<file path="src/hw/rtl/fgpe_pkg.sv">
`default_nettype none

package fgpe_pkg;

    localparam int FONT_BYTES_DEF      = 4096;
    localparam int MAX_GLYPH_BYTES_DEF = 64;

    localparam int COLOR_W  = 16;
    localparam int ROWB_W   = 4;
    localparam int HEIGHT_W = 7;
    localparam int CODE_W   = 8;
    localparam int COUNT_W  = 9;
    localparam int SADDR_W  = 12;
    localparam int SIZE_W   = ROWB_W + HEIGHT_W;
    localparam int BASE_W   = CODE_W + SIZE_W;
    localparam int SUM_W    = BASE_W + 1;
    localparam int STEP_W   = 3;
    localparam int PADDR_W  = 5;
    localparam int PDATA_W  = 32;
    localparam int REG_IDX_W = 3;

    localparam logic [REG_IDX_W-1:0] REG_FG_COLOR   = 3'd0;
    localparam logic [REG_IDX_W-1:0] REG_BG_COLOR   = 3'd1;
    localparam logic [REG_IDX_W-1:0] REG_ROW_BYTES  = 3'd2;
    localparam logic [REG_IDX_W-1:0] REG_HEIGHT     = 3'd3;
    localparam logic [REG_IDX_W-1:0] REG_FIRST_CODE = 3'd4;
    localparam logic [REG_IDX_W-1:0] REG_GLYPH_CNT  = 3'd5;

    localparam logic            REQ_LOAD   = 1'b0;
    localparam logic            REQ_RENDER = 1'b1;

    typedef struct packed {
        logic               req_type;
        logic [SADDR_W-1:0] store_addr;
        logic [7:0]         store_byte;
        logic [CODE_W-1:0]  char_code;
    } s_data_t;

    typedef struct packed {
        logic [COLOR_W-1:0] pix0;
        logic [COLOR_W-1:0] pix1;
        logic [COLOR_W-1:0] pix2;
        logic [COLOR_W-1:0] pix3;
        logic [COLOR_W-1:0] pix4;
        logic [COLOR_W-1:0] pix5;
        logic [COLOR_W-1:0] pix6;
        logic [COLOR_W-1:0] pix7;
        logic               last;
        logic               bad_char;
    } m_data_t;

    typedef enum logic [2:0] {
        ST_IDLE,
        ST_SIZE,
        ST_CHECK,
        ST_MUL,
        ST_READ,
        ST_DATA,
        ST_BAD
    } state_t;

endpackage

`default_nettype wire

</file>
<file path="src/hw/rtl/fgpe_alu.sv">
`default_nettype none

module fgpe_alu
    import fgpe_pkg::*;
(
    input  wire logic [SUM_W-1:0] a_i,
    input  wire logic [SUM_W-1:0] b_i,
    output logic      [SUM_W-1:0] sum_o
);

    assign sum_o = a_i + b_i;

endmodule

`default_nettype wire

</file>
<file path="config.mk">
export PLATFORM = sky130hd
export DESIGN_NAME = fgpe_alu
export DESIGN_NICKNAME = d
export VERILOG_FILES = /design/src/hw/rtl/fgpe_pkg.sv /design/src/hw/rtl/fgpe_alu.sv
export SDC_FILE = /design/constraint.sdc
export NUM_CORES = 1
export LEC_CHECK = 0
export BUFFER_PORTS_ARGS = -buffer_cell sky130_fd_sc_hd__buf_2
export CAP_MARGIN = 20
export CORE_MARGIN = 2
export CORE_UTILIZATION = 46
export DETAILED_ROUTE_END_ITERATION = 16
export GPL_TIMING_DRIVEN = 1
export PLACE_DENSITY = 0.84
export SLEW_MARGIN = 40
export SYNTH_ARGS = -nofsm -noshare
export SYNTH_HDL_FRONTEND = slang
export SYNTH_SLANG_ARGS = --single-unit
</file>
<file path="constraint.sdc">
create_clock -name vclk -period 2.34
set_input_delay 0.234 -clock vclk [all_inputs]
set_output_delay 0.234 -clock vclk [all_outputs]
set_load 0.01 [all_outputs]
</file>
---- Yosys cells after proc, flatten, opt, wreduce, memory -nomap -nowiden ----
Cells that the tools add are included.
operators by class
  shift operators ......................... 0
  magnitude comparators ................... 0
  $mul .................................... 0
  mux-type cells .......................... 0
  bitwise operators ....................... 0
  equal/unequal tests ..................... 0
  add/sub/neg operators ................... 1
  div/mod/pow operators ................... 0
  reduce and logical (&&, ||, !) cells .... 0
operators with widths
  operator        count
  $add 20x20->20  1
word-level totals
  word-level logic and storage cells ...... 1
  latch bits .............................. 0
  bits in registers ....................... 0
  bits in writable memories ............... 0
  output and inout port bits .............. 20
  memories ................................ 0
  memory bits (read-only) ................. 0
  bits of input ports ..................... 40

---- Longest topological paths before layout ----
  depth in word-level cells ............... 1
  depth in mapped cells ................... 7
  depth with buffers taken out ............ 7

---- Worst setup path after synthesis ----
OpenSTA, ideal clock, no wires.
  path type ............................... in2out
  from .................................... input port a_i[0]
  to ...................................... output port sum_o[12]
  required time ........................... 2.106 ns
  stages on the path ...................... 7
  setup slack ............................. 0.242 ns
  path buffers ............................ 0
  arrival ................................. 1.864 ns
  cells stage by stage .................... ha_1 fa_1 a211oi_1 o21ai_1 and2_4 a311oi_2 xnor2_1
on the way
  word-level cells in the longest chain between the ends .. 1
RTL lines
  what            line            RTL
  from (decl)     fgpe_alu.sv:6   input wire logic [SUM_W-1:0] a_i,
  $add 20x20->20  fgpe_alu.sv:11  assign sum_o = a_i + b_i;
  to (decl)       fgpe_alu.sv:8   output logic [SUM_W-1:0] sum_o
Every way passes these cells.

---- Worst setup path in the final report ----
  from .................................... input port a_i[0]
  to ...................................... output port sum_o[17]
The elaborated chain is that of the path after synthesis.

==> flow_summary_export.csv <==
group,metric,value,unit
worst_setup_path,cp_max_fo,6,
logic_synthesis,syn-cell-area,1001,um^2
routing,dr.pass1.iters,4,
run,cap_viol_max_count,0,
min_path,hold_class,"in -> out",
finish,final_cell_area,1388,um^2
worst_setup_path,slowest_stage,"a211oi_1",
routing,wl,2.629,mm
sta,slew_viol_final,0,
logic_synthesis,synth_top_cell_by_area,"ha_1",
logic_synthesis,synthDistinctLibCells,38,
routing,avgRoutedWirePerCell,11.79,um
logic_synthesis,synth.area.top_cells,"ha_1 (24%), a21oi_1 (9.5%), xnor2_1 (7.9%)",
floorplanning,row_count,16,
logic_synthesis,yosysTopAreaCellShare,23.75,%
min_path,min_from,"b_i[0]",
pwr,ir_drop,189.2,uV
floorplanning,die_h,50.65,um
clock_tree,ctsHoldBuffers,0,
sta,fin_tns_setup,0,ps
grt,overflow,0,
worst_setup_path,startpoint,"a_i[0]",
finish,fillers,184,
grt,antenna_found_initial,0,
finish,mostFrequentLayoutCell,"buf_2",
placed_design,dp.cells,222,
logic_synthesis,postSynthAreaPerCell,7.583,um^2
logic_synthesis,ys_warn_count,0,
worst_setup_path,path_cells,"buf_2 -> ha_1 -> buf_4 -> a211oi_1 -> o21ai_2 -> a31oi_4 -> a21oi_1 -> o311a_1 -> buf_2",
worst_setup_path,path_delay_family,"compound AO/OA/AOI/OAI gates",
worst_setup_path,path_buf_inv,3,
finish,nFlopsAndLatches,0,
worst_setup_path,arrival,2000,ps
sta,worst_pin_slew,452.4,ps
worst_setup_path,startpoint_type,"primary input",
logic_synthesis,synth_cells,132,
logic_synthesis,synth_nets,192,
worst_setup_path,end_kind,"output port",
finish,syn2layout_area_growth,38.62,%
finish,multi_input_area,993.5,um^2
routing,viasPerCell,5.587,
finish,n_antenna_cell,0,
finish,regArea,0,um^2
sta,finalCritPeriodShare,95.59,%
sta,setup_violations,0,
routing,num_vias,1246,
floorplanning,io-pin-count,60,
worst_setup_path,critPathMaxStageDelay,350,ps
sta,post-route-min-period,2237,ps
grt,first_global_vias,1092,
worst_setup_path,worstSetupPathType,"in -> out",
finish,clkbuf_count,0,
worst_setup_path,path_common_cell,"buf_2",
finish,final_cell_mix,"buf_2 (60), a21oi_1 (19), ha_1 (19)",
sta,hold_violations,0,
finish,stdcell_count,223,
logic_synthesis,seq_area_frac_synth,0,%
finish,fin_nets,258,
placed_design,portBuffers,60,
sta,maxSlewHeadroom,69.76,%
run_status,outcome,"completed",
routing,drt_iter0_markers,25,
routing,postRouteAntennaNets,0,
sta,fmax,447.1,MHz
routing,drc,0,
placed_design,place_congestion,0.7817,
grt,grt_usage,19.39,%
pwr,p_leak,0.7167,nW
placed_design,place_area,1368,um^2
floorplanning,start_util,50.00,%
floorplanning,core,2002,um^2
sta,whs,759.1,ps
worst_setup_path,required,2110,ps
finish,layout-drive-gt1-share,38.78,%
grt,grt_max_degree,11,
grt,grt_pass1_wl,4.215,mm
floorplanning,die-area,2565,um^2
floorplanning,die_w,50.65,um
placed_design,hpwlAfterDp,2.271,mm
pwr,powerDensity,323.8,nW/um^2
## synth_stat cells
master / number
a41oi_1: 1
o311a_1: 2
a211oi_1: 3
o211ai_1: 2
o221ai_1: 1
o21ai_2: 1
and3b_1: 1
a31oi_1: 1
nand4_1: 4
a21oi_1: 19
xnor2_1: 9
a2111oi_0: 1
a311oi_2: 1
fa_1: 1
ha_1: 19
a22oi_1: 1
a211o_1: 1
o21ai_0: 6
buf_2: 1
clkbuf_1: 2
nand2_1: 12
o21ai_1: 3
and3_1: 4
xor2_1: 6
nand3_1: 6
or3_1: 1
nand3b_1: 1
and2_4: 1
a21o_1: 7
and3_2: 1
nor2_1: 3
inv_1: 2
a2111oi_4: 1
o21bai_1: 3
and2_1: 1
a41o_1: 1
a31oi_4: 1
nor2b_1: 1
## metrics by stage
stage          total power, mW  utilization [%]  setup slack [ps]
2_1_floorplan           0.2889                -             241.6
3_3_place_gp            0.4267            68.31             30.85
3_5_place_dp            0.4394            68.31            -36.77
4_1_cts                 0.4435            68.56             34.93
5_1_grt                 0.4933            69.31            -11.47
6_report                0.4493            69.31             103.2
## logic make-up (layout without fill, tap and decap cells)
logic type / Yosys count / after routing / share of synthesized area [%]
compound gates: 56 / 56 / 40.38
xor+xnor: 15 / 15 / 13.13
fa+ha+maj: 20 / 20 / 25.75
buf+inv: 5 / 69 / 2.000
simple gates: 36 / 36 / 18.75
## routing by layer
metal | track usage, % | vias to the layer above | wire length [um]
li1 | - | 645 | -
met1 | 24.33 | 560 | 1141
met2 | 37.72 | 41 | 1319
met3 | 0.5952 | 0 | 168
met4 | 1.351 | 0 | 0
met5 | 0 | - | 0
## power breakdown
part | total, mW | internal, mW | switching, mW
combinational | 0.449 | 0.210 | 0.240
clock | 0 | 0 | 0
sequential | 0 | 0 | 0
## worst paths after layout
check                  endpoint  cells after the start  slack, ps
worst max-delay path  sum_o[17]                      9        100
worst min-delay path   sum_o[0]                      3        760
## area by class of cell
class,count,area share (%)
Inverter,2,0.5410
Tap cell,27,2.435
Timing Repair Buffer,67,25.43
Multi-Input combinational cell,127,71.60
## timing repair
action | CTS | global route
setup buffers | 0 | 1
setup endpoints to repair | 1 | 2
gates cloned | 0 | 0
gates resized for setup | 1 | 3
pin swaps | 0 | 3
Power figures use the tool's default switching activity.
