<file path="config.mk">
export PLATFORM = sky130hd
export DESIGN_NAME = fgpe_pixmap
export DESIGN_NICKNAME = d
export VERILOG_FILES = /design/src/hw/rtl/fgpe_pkg.sv /design/src/hw/rtl/fgpe_pixmap.sv
export SDC_FILE = /design/constraint.sdc
export NUM_CORES = 1
export LEC_CHECK = 0
export BUFFER_PORTS_ARGS = -buffer_cell sky130_fd_sc_hd__buf_2
export CORE_UTILIZATION = 45
export DETAILED_ROUTE_END_ITERATION = 8
export PLACE_DENSITY = 0.95
export SLEW_MARGIN = 20
export SYNTH_ARGS = -nofsm -noshare
export SYNTH_HDL_FRONTEND = slang
export SYNTH_SLANG_ARGS = --single-unit
export TNS_END_PERCENT = 10
</file>
<file path="constraint.sdc">
create_clock -name vclk -period 1.8
set_input_delay 0.18 -clock vclk [all_inputs]
set_output_delay 0.18 -clock vclk [all_outputs]
set_load 0.01 [all_outputs]
</file>
<file path="src/hw/rtl/fgpe_pkg.sv">
`default_nettype none

package fgpe_pkg;

    localparam int FONT_BYTES_DEF      = 4096;
    localparam int MAX_GLYPH_BYTES_DEF = 64;

    localparam int COLOR_W  = 16;
    localparam int ROWB_W   = 4;
    localparam int HEIGHT_W = 7;
    localparam int CODE_W   = 8;
    localparam int COUNT_W  = 9;
    localparam int SADDR_W  = 12;
    localparam int SIZE_W   = ROWB_W + HEIGHT_W;
    localparam int BASE_W   = CODE_W + SIZE_W;
    localparam int SUM_W    = BASE_W + 1;
    localparam int STEP_W   = 3;
    localparam int PADDR_W  = 5;
    localparam int PDATA_W  = 32;
    localparam int REG_IDX_W = 3;

    localparam logic [REG_IDX_W-1:0] REG_FG_COLOR   = 3'd0;
    localparam logic [REG_IDX_W-1:0] REG_BG_COLOR   = 3'd1;
    localparam logic [REG_IDX_W-1:0] REG_ROW_BYTES  = 3'd2;
    localparam logic [REG_IDX_W-1:0] REG_HEIGHT     = 3'd3;
    localparam logic [REG_IDX_W-1:0] REG_FIRST_CODE = 3'd4;
    localparam logic [REG_IDX_W-1:0] REG_GLYPH_CNT  = 3'd5;

    localparam logic            REQ_LOAD   = 1'b0;
    localparam logic            REQ_RENDER = 1'b1;

    typedef struct packed {
        logic               req_type;
        logic [SADDR_W-1:0] store_addr;
        logic [7:0]         store_byte;
        logic [CODE_W-1:0]  char_code;
    } s_data_t;

    typedef struct packed {
        logic [COLOR_W-1:0] pix0;
        logic [COLOR_W-1:0] pix1;
        logic [COLOR_W-1:0] pix2;
        logic [COLOR_W-1:0] pix3;
        logic [COLOR_W-1:0] pix4;
        logic [COLOR_W-1:0] pix5;
        logic [COLOR_W-1:0] pix6;
        logic [COLOR_W-1:0] pix7;
        logic               last;
        logic               bad_char;
    } m_data_t;

    typedef enum logic [2:0] {
        ST_IDLE,
        ST_SIZE,
        ST_CHECK,
        ST_MUL,
        ST_READ,
        ST_DATA,
        ST_BAD
    } state_t;

endpackage

`default_nettype wire

</file>
<file path="src/hw/rtl/fgpe_pixmap.sv">
`default_nettype none

module fgpe_pixmap
    import fgpe_pkg::*;
(
    input  wire logic [7:0]         glyph_byte,
    input  wire logic [COLOR_W-1:0] fg_color,
    input  wire logic [COLOR_W-1:0] bg_color,
    input  wire logic               last,
    input  wire logic               bad,
    output m_data_t                 beat
);

    logic [COLOR_W-1:0] pix [8];

    always_comb begin
        for (int k = 0; k < 8; k++) begin
            if (bad) begin
                pix[k] = '0;
            end else if (glyph_byte[7-k]) begin
                pix[k] = fg_color;
            end else begin
                pix[k] = bg_color;
            end
        end
        beat.pix0     = pix[0];
        beat.pix1     = pix[1];
        beat.pix2     = pix[2];
        beat.pix3     = pix[3];
        beat.pix4     = pix[4];
        beat.pix5     = pix[5];
        beat.pix6     = pix[6];
        beat.pix7     = pix[7];
        beat.last     = last;
        beat.bad_char = bad;
    end

endmodule

`default_nettype wire
</file>
Word level (Yosys, flattened, before mapping)

Cells that the tools add are included.

Register bits after elaboration: 0
Latch bits: 0
Memory bits (writable): 0
ROM bits: 0
Input port bits: 42
Word-level logic and storage cells: 16
Memories kept: 0

Add/sub/neg operators: 0
Multipliers: 0
Divide/modulo/power cells: 0
Magnitude comparators: 0
Equal/unequal tests: 0
Shifts and indexed selects: 0
Muxes and demuxes: 16
Bitwise operators: 0
Reductions and logical operators: 0

Operators with widths:

| operator | count |
|---|---|
| $mux W16 | 16 |

Depth between registers and ports, before layout

Gate-level depths: netlist of the first run.

Depth after elaboration: 2
Mapped depth: 4

Least setup slack after synthesis of the first run

Ideal clock, no wire load.

Path kind: input-to-output
Start: in glyph_byte[6]
End: out beat[103] (netlist name)
Data arrival time: 0.718 ns
Slack: 0.902 ns
Stages: 4
Cells stage by stage: buf_6 buf_12 mux2i_1 nor2_1

RTL lines:

| what               | RTL line          | source |
|---|---|---|
| start: declaration | fgpe_pixmap.sv:6  | `input wire logic [7:0] glyph_byte,` |
| end: declaration   | fgpe_pixmap.sv:11 | `output m_data_t beat` |

==> results_dict.tcl, run 1 <==
set metrics [dict create \
    syn_inst 304 \
    cts_hold_buf 0 \
    crit_type "primary input to output pin" \
    regArea_um2 0 \
    start_util_pct 48.2 \
    grt_max_degree 130 \
    leakagePower_nw 1.79 \
    die_area_mm2 0.00511 \
    min_path_type "primary input to output pin" \
    synth.avg_cell_area_um2 7.14 \
    synth_top_area_share_pct 59.0 \
    fillCellCount 427 \
    row_count 24 \
    portBuffers 170 \
    worst_ep_arrival_time_ps 1130 \
    min_period_over_period_pct 72.5 \
    first_global_vias 2196 \
    clkbuf_count 0 \
    path_max_fanout 16 \
    relSlewSlack_pct 62.7 \
    avgViaCountPerCell 5.30 \
    synth_commonest_cells "mux2i_1 (128), nor2_1 (128), buf_2 (14), clkbuf_2 (11)" \
    dr_total_vias 2541 \
    pin_count 172 \
    min_period_ps 1310 \
    ctsResizeCount 0 \
    firstDrtPassIters 4 \
    syn_to_final_growth_pct 24.4 \
    antenna_found_initial 0 \
    die_w_um 71.5 \
    rsz0062_at_grt "false" \
    die_y_um 71.5 \
    fmax_mhz 766 \
    maxCapViolCount 0 \
    drive_above_1_share_pct 40.0 \
    worstSetupStartpointType "primary input" \
    fin_setup_tns_ps 0 \
    status "finished, final reports clean" \
    p_per_area_mw_per_mm2 295 \
    gp_congestion 0.893 \
    synthDistinctLibCells 8 \
    max-vdd-ir-drop_mv 0.222 \
    end_kind "output pin" \
    synth_area_mm2 0.00217 \
    globalRoute.totalOverflow 0 \
    place_hpwl_um 4960 \
    drc_errors 0 \
    post-cts-setup-buffer-count 0 \
    synth_nets 346 \
    diodes 0 \
    drtAntennaViolNets 0 \
    synth.largest_area_cell "mux2i_1" \
    slew_violations 0 \
    required_ps 1620 \
    fin_nets 471 \
    setup_viol 0 \
    fin_cells 479 \
    seq_cells 0 \
    place_inst 479 \
    synth_seq_area_share_pct 0 \
    coreArea_mm2 0.00450 \
    synthTopCellsByArea "mux2i_1 (59%), nor2_1 (22%), buf_12 (7.4%)" \
    grt_pass1_wl_um 10600 \
    final_hold_viol_count 0 \
    worst_pin_slew_ps 560 \
    routed_wl_um 7110 \
    track_usage_pct 25.2 \
    routedWlPerCell_um 14.8 \
    yosysWarningCount 0 \
    drt-initial-drc-count 117 \
]
==> layout make-up <==
type / count / area [um2] / area share (%)
timing repair buffer: 171 / 873 / 32.3
tap: 52 / 65.1 / 2.41
multi-input combinational: 256 / 1760 / 65.2
==> worst max-delay path, stage by stage <==
cell	delay, ps
buf_2	450
mux2i_1	280
nor2_1	60
buf_2	150
==> worst paths after layout <==
kind | start | endpoint | slack (ps) | cells after the start
setup / recovery | glyph_byte[0] | beat[12] | 490 | 4
hold / removal | last | beat[1] | 360 | 0
==> routing by layer <==
layer | global-route usage (%) | wire, um | vias to the layer above
li1 | - | - | 1244
met1 | 31.0 | 2960 | 1189
met2 | 49.4 | 3690 | 106
met3 | 0.844 | 441 | 2
met4 | 3.49 | 24 | 0
met5 | 0 | 0 | -
==> cell families (layout without fill, tap and decap cells) <==
group,after synthesis,in the layout,share of synthesized area (%)
mux,128,128,59.0
simple gates,128,128,22.1
buf+inv,48,171,18.8
==> layout by cell type (no fill, tap or decap), drive strengths merged <==
cell type and instances:
buf 171, nor2 128, mux2i 128
==> metrics by stage <==
stage	hold WS, ps	worst slack, ps	power [mW]	cell area (um2)	util [%]
floorplan	452	902	0.558	2170	-
global placement	360	524	0.769	2700	59.9
detailed placement	360	490	0.792	2700	59.9
global route	360	436	0.860	2700	59.9
CTS	360	504	0.795	2700	59.9
finish	360	494	0.797	2700	59.9
==> where the power goes <==
group,switching (mW),leakage [nW],total (mW),internal (mW)
clock,0,0,0,0
combinational,0.468,1.79,0.797,0.329
sequential,0,0,0,0
Note: power is estimated with default switching activity, not from simulation.
==> inputs of run 2 (changes only) <==
--- a/config.mk
+++ b/config.mk
@@ -6,9 +6,9 @@
 export NUM_CORES = 1
 export LEC_CHECK = 0
 export BUFFER_PORTS_ARGS = -buffer_cell sky130_fd_sc_hd__buf_2
-export CORE_UTILIZATION = 45
+export CORE_UTILIZATION = 38
 export DETAILED_ROUTE_END_ITERATION = 8
-export PLACE_DENSITY = 0.95
+export PLACE_DENSITY = 0.9
 export SLEW_MARGIN = 20
 export SYNTH_ARGS = -nofsm -noshare
 export SYNTH_HDL_FRONTEND = slang
==> constraint.sdc (replaced) <==
create_clock -name vclk -period 1.08
set_input_delay 0.108 -clock vclk [all_inputs]
set_output_delay 0.108 -clock vclk [all_outputs]
set_load 0.01 [all_outputs]
==> run 2 against run 1 <==
Count of clock-buffer cells in the layout is the same. Flip-flop and latch count is the same. Non-clock buffer count is 14 higher. Core utilization decreased by 6.3 points. Critical endpoint is now beat[16]. Largest cell class unchanged.
==> results_dict.tcl, run 2 (same netlist as run 1, synthesis figures left out) <==
set metrics [dict create \
    status "finished, final reports clean" \
    drtAntennaViolNets 0 \
    worst_ep_arrival_time_ps 910 \
    place_inst 513 \
    p_comb_share_pct 100.0 \
    clkbuf_count 0 \
    setup_viol 0 \
    row_count 27 \
    rsz0062_at_grt "false" \
    min_path_type "primary input to output pin" \
    max-vdd-ir-drop_mv 0.190 \
    diodes 0 \
    slew_violations 0 \
    end_kind "output pin" \
    fmax_mhz 982 \
    cp-startpoint "glyph_byte[0]" \
    maxCapViolCount 0 \
    routedWlPerCell_um 14.3 \
    pin_count 172 \
    first_global_vias 2159 \
    internal-power_mw 0.629 \
    layout_common_cells "buf_2 (169), mux2i_1 (128), nor2_1 (128)" \
    fin_cells 513 \
    avgViaCountPerCell 5.05 \
    layout_commonest_cell "buf_2" \
    drive_above_1_share_pct 42.0 \
    ctsResizeCount 0 \
    portBuffers 170 \
    slowest_delay_ps 240 \
    min_period_ps 1020 \
    post-cts-setup-buffer-count 0 \
    leakagePower_nw 1.91 \
    post-route-util_pct 53.7 \
    path_max_fanout 13 \
    drt-initial-drc-count 129 \
    fin_setup_tns_ps 0 \
    path_cells "buf_2 -> buf_12 -> mux2i_1 -> nor2_1 -> buf_2" \
    cts_hold_buf 0 \
    worstSetupStartpointType "primary input" \
    die_y_um 77.6 \
    firstDrtPassIters 6 \
    place_area_mm2 0.00296 \
    p_per_area_mw_per_mm2 484 \
    syn_to_final_growth_pct 36.1 \
    hp-start "last" \
    seq_cells 0 \
    swShare_pct 56.0 \
    routed_wl_um 7350 \
    final_hold_viol_count 0 \
    coreArea_mm2 0.00551 \
    switchingPower_mw 0.800 \
    drc_errors 0 \
    min_period_over_period_pct 94.3 \
    track_usage_pct 22.5 \
    antenna_found_initial 0 \
    grt_pass1_wl_um 11200 \
    die_w_um 77.6 \
    pwr-share-clk_pct 0 \
    relSlewSlack_pct 85.5 \
    required_ps 970 \
    final_cell_area_mm2 0.00296 \
    dr_total_vias 2592 \
    crit_type "primary input to output pin" \
    gp_congestion 0.899 \
    place_hpwl_um 5470 \
    start_util_pct 39.4 \
    grt_max_degree 49 \
    globalRoute.totalOverflow 0 \
    worst_pin_slew_ps 211 \
    regArea_um2 0 \
    critPathTopFamily "buffers and inverters" \
    crit_buf_inv 3 \
    die_area_mm2 0.00602 \
    cpMaxStageDelayCell "mux2i_1" \
    fin_hold_ws_ps 216 \
    fin_nets 485 \
    seqPwrFrac_pct 0 \
    cpMostUsedCell "buf_2" \
]
run 2: changes by cell type in the layout (fill, tap and decap cells not counted), sizes merged:
| cell | delta |
|---|---|
| buf | +14 |
run 2: metal layers:
layer  global-route usage, %  up-vias  share of wire, %
met5                       0        -                 0
met4                    2.45        0              0.67
met3                   0.941       10               4.4
met2                    41.0      105                51
met1                    29.9     1195                44
li1                        -     1282                 -
run 2: layout make-up:
| class | count | area [um2] |
|---|---|---|
| Multi-Input combinational cell | 256 | 1760 |
| Fill cell | 533 | 2550 |
| Timing Repair Buffer | 185 | 1100 |
| Tap cell | 72 | 90.1 |
run 2: through the flow:
stage	setup slack [ps]	power (mW)
5_1_grt	24.5	1.55
3_5_place_dp	74.7	1.42
3_3_place_gp	119	1.39
2_1_floorplan	326	0.930
4_1_cts	72.8	1.43
6_report	61.5	1.43
run 2: path summary, 6_finish.rpt:
check	endpoint	slack (ps)	depth (start not counted)
hold / removal	beat[1]	220	0
setup / recovery	beat[16]	60	5
run 2: power by group through the flow:
stage          Combinational (mW)  Sequential, mW  Clock [mW]
6_report                     1.43               0           0
5_1_grt                      1.55               0           0
4_1_cts                      1.43               0           0
3_5_place_dp                 1.42               0           0
3_3_place_gp                 1.39               0           0
2_1_floorplan               0.930               0           0
==> inputs of run 3 (changes only) <==
--- a/config.mk
+++ b/config.mk
@@ -8,7 +8,8 @@
 export BUFFER_PORTS_ARGS = -buffer_cell sky130_fd_sc_hd__buf_2
 export CORE_UTILIZATION = 38
 export DETAILED_ROUTE_END_ITERATION = 8
-export PLACE_DENSITY = 0.9
+export PLACE_DENSITY_LB_ADDON = 0.2
+export SETUP_SLACK_MARGIN = 0.5
 export SLEW_MARGIN = 20
 export SYNTH_ARGS = -nofsm -noshare
 export SYNTH_HDL_FRONTEND = slang
==> run 3 against run 2 <==
Hold slack hardly changed. Count of clock-buffer cells in the layout stayed put. Final cell count is 1.6% higher. Critical endpoint is now beat[41]. Global-route usage is 1.6 points higher. Largest power group unchanged. First-iteration DRC count is 46% lower. Sequential share of layout area stayed put. Die area stayed put. Flip-flop and latch count stayed put.
==> results_dict.tcl, run 3 (same netlist as run 1, synthesis figures left out) <==
set metrics [dict create \
    status "finished, final reports clean" \
    layout_common_cells "buf_2 (161), nor2_1 (127), mux2i_1 (123)" \
    avgViaCountPerCell 4.96 \
    end_kind "output pin" \
    place_ws_ps 157 \
    drive_above_1_share_pct 44.3 \
    final_hold_viol_count 0 \
    p_per_area_mw_per_mm2 483 \
    post-route-util_pct 60.4 \
    maxCapViolCount 0 \
    leakagePower_nw 2.04 \
    rsz0062_at_grt "true" \
    die_w_um 77.6 \
    cts_hold_buf 0 \
    coreArea_mm2 0.00551 \
    pwr-share-clk_pct 0 \
    place_area_mm2 0.00298 \
    path_cells "buf_8 -> buf_16 -> mux2i_1 -> nor2_1 -> buf_2" \
    worst_pin_slew_ps 190 \
    grt_max_degree 52 \
    crit_buf_inv 3 \
    path_max_fanout 8 \
    seq_cells 0 \
    p_comb_share_pct 100.0 \
    track_usage_pct 24.1 \
    final_cell_area_mm2 0.00332 \
    min_period_over_period_pct 83.4 \
    slew_violations 0 \
    crit_type "primary input to output pin" \
    grt_pass1_wl_um 11700 \
    drt-initial-drc-count 70 \
    syn_to_final_growth_pct 53.1 \
    switchingPower_mw 0.836 \
    setup_ws_ps 179 \
    pin_count 172 \
    gp_congestion 0.868 \
    antenna_found_initial 0 \
    min_path_type "primary input to output pin" \
    first_global_vias 2151 \
    portBuffers 170 \
    place_inst 513 \
    relSlewSlack_pct 87.0 \
    min_period_ps 901 \
    required_ps 970 \
    finalPower_mw 1.60 \
    start_util_pct 39.4 \
    seqPwrFrac_pct 0 \
    fin_nets 493 \
    diodes 0 \
    routed_wl_um 7980 \
    setup_viol 0 \
    fmax_mhz 1110 \
    layout_commonest_cell "buf_2" \
    firstDrtPassIters 5 \
    swShare_pct 52.1 \
    path_depth 5 \
    drtAntennaViolNets 0 \
    critPathTopFamily "buffers and inverters" \
    internal-power_mw 0.768 \
    worst_ep_arrival_time_ps 790 \
    cpMaxStageDelayCell "mux2i_1" \
    clkbuf_count 0 \
    fin_cells 521 \
    row_count 27 \
    hold_depth 0 \
    drc_errors 0 \
    die_y_um 77.6 \
    slowest_delay_ps 240 \
    place_hpwl_um 5240 \
    die_area_mm2 0.00602 \
    max-vdd-ir-drop_mv 0.200 \
    worstSetupStartpointType "primary input" \
    regArea_um2 0 \
    fin_setup_tns_ps 0 \
    fin_hold_ws_ps 216 \
    routedWlPerCell_um 15.3 \
    globalRoute.totalOverflow 0 \
    dr_total_vias 2582 \
]
-- run 3: cell types whose count changed in the layout (fill, tap and decap cells not counted) --
cell / change
buf_16: +6
buf_2: -8
clkbuf_16: +2
buf_8: +4
buf_4: -4
nor2_2: +1
nor2_1: -1
mux2i_2: +5
buf_6: +2
buf_12: +6
mux2i_1: -5
-- run 3: power groups by stage --
stage	Sequential [mW]	Clock, mW	Combinational [mW]
floorplan	0	0	0.930
global placement	0	0	1.42
detailed placement	0	0	1.43
CTS	0	0	1.57
global route	0	0	1.73
finish	0	0	1.60
-- run 3: path summary, 6_finish.rpt --
check | startpoint | to | slack, ps
setup / recovery | glyph_byte[2] | beat[41] | 180
hold / removal | last | beat[1] | 220
-- run 3: per-layer routing --
metal | track usage (%) | part of all wire [%] | vias to the layer above
li1 | - | - | 1299
met5 | 0 | 0 | -
met1 | 31.5 | 45 | 1192
met2 | 44.8 | 50 | 89
met3 | 1.29 | 4.5 | 2
met4 | 1.51 | 0.38 | 0
-- run 3: timing repair --
item                       4_1_cts  5_1_grt
cloned                           6        2
pin swaps                        3        3
setup buffers                    0        0
resized for setup               34        8
setup endpoints to repair      129      129
-- run 3: area by class of cell --
type / instances / area [um2]
well taps: 72 / 90.1
fillers: 550 / 2180
repair buffers: 193 / 1450
multi-input cells: 256 / 1780
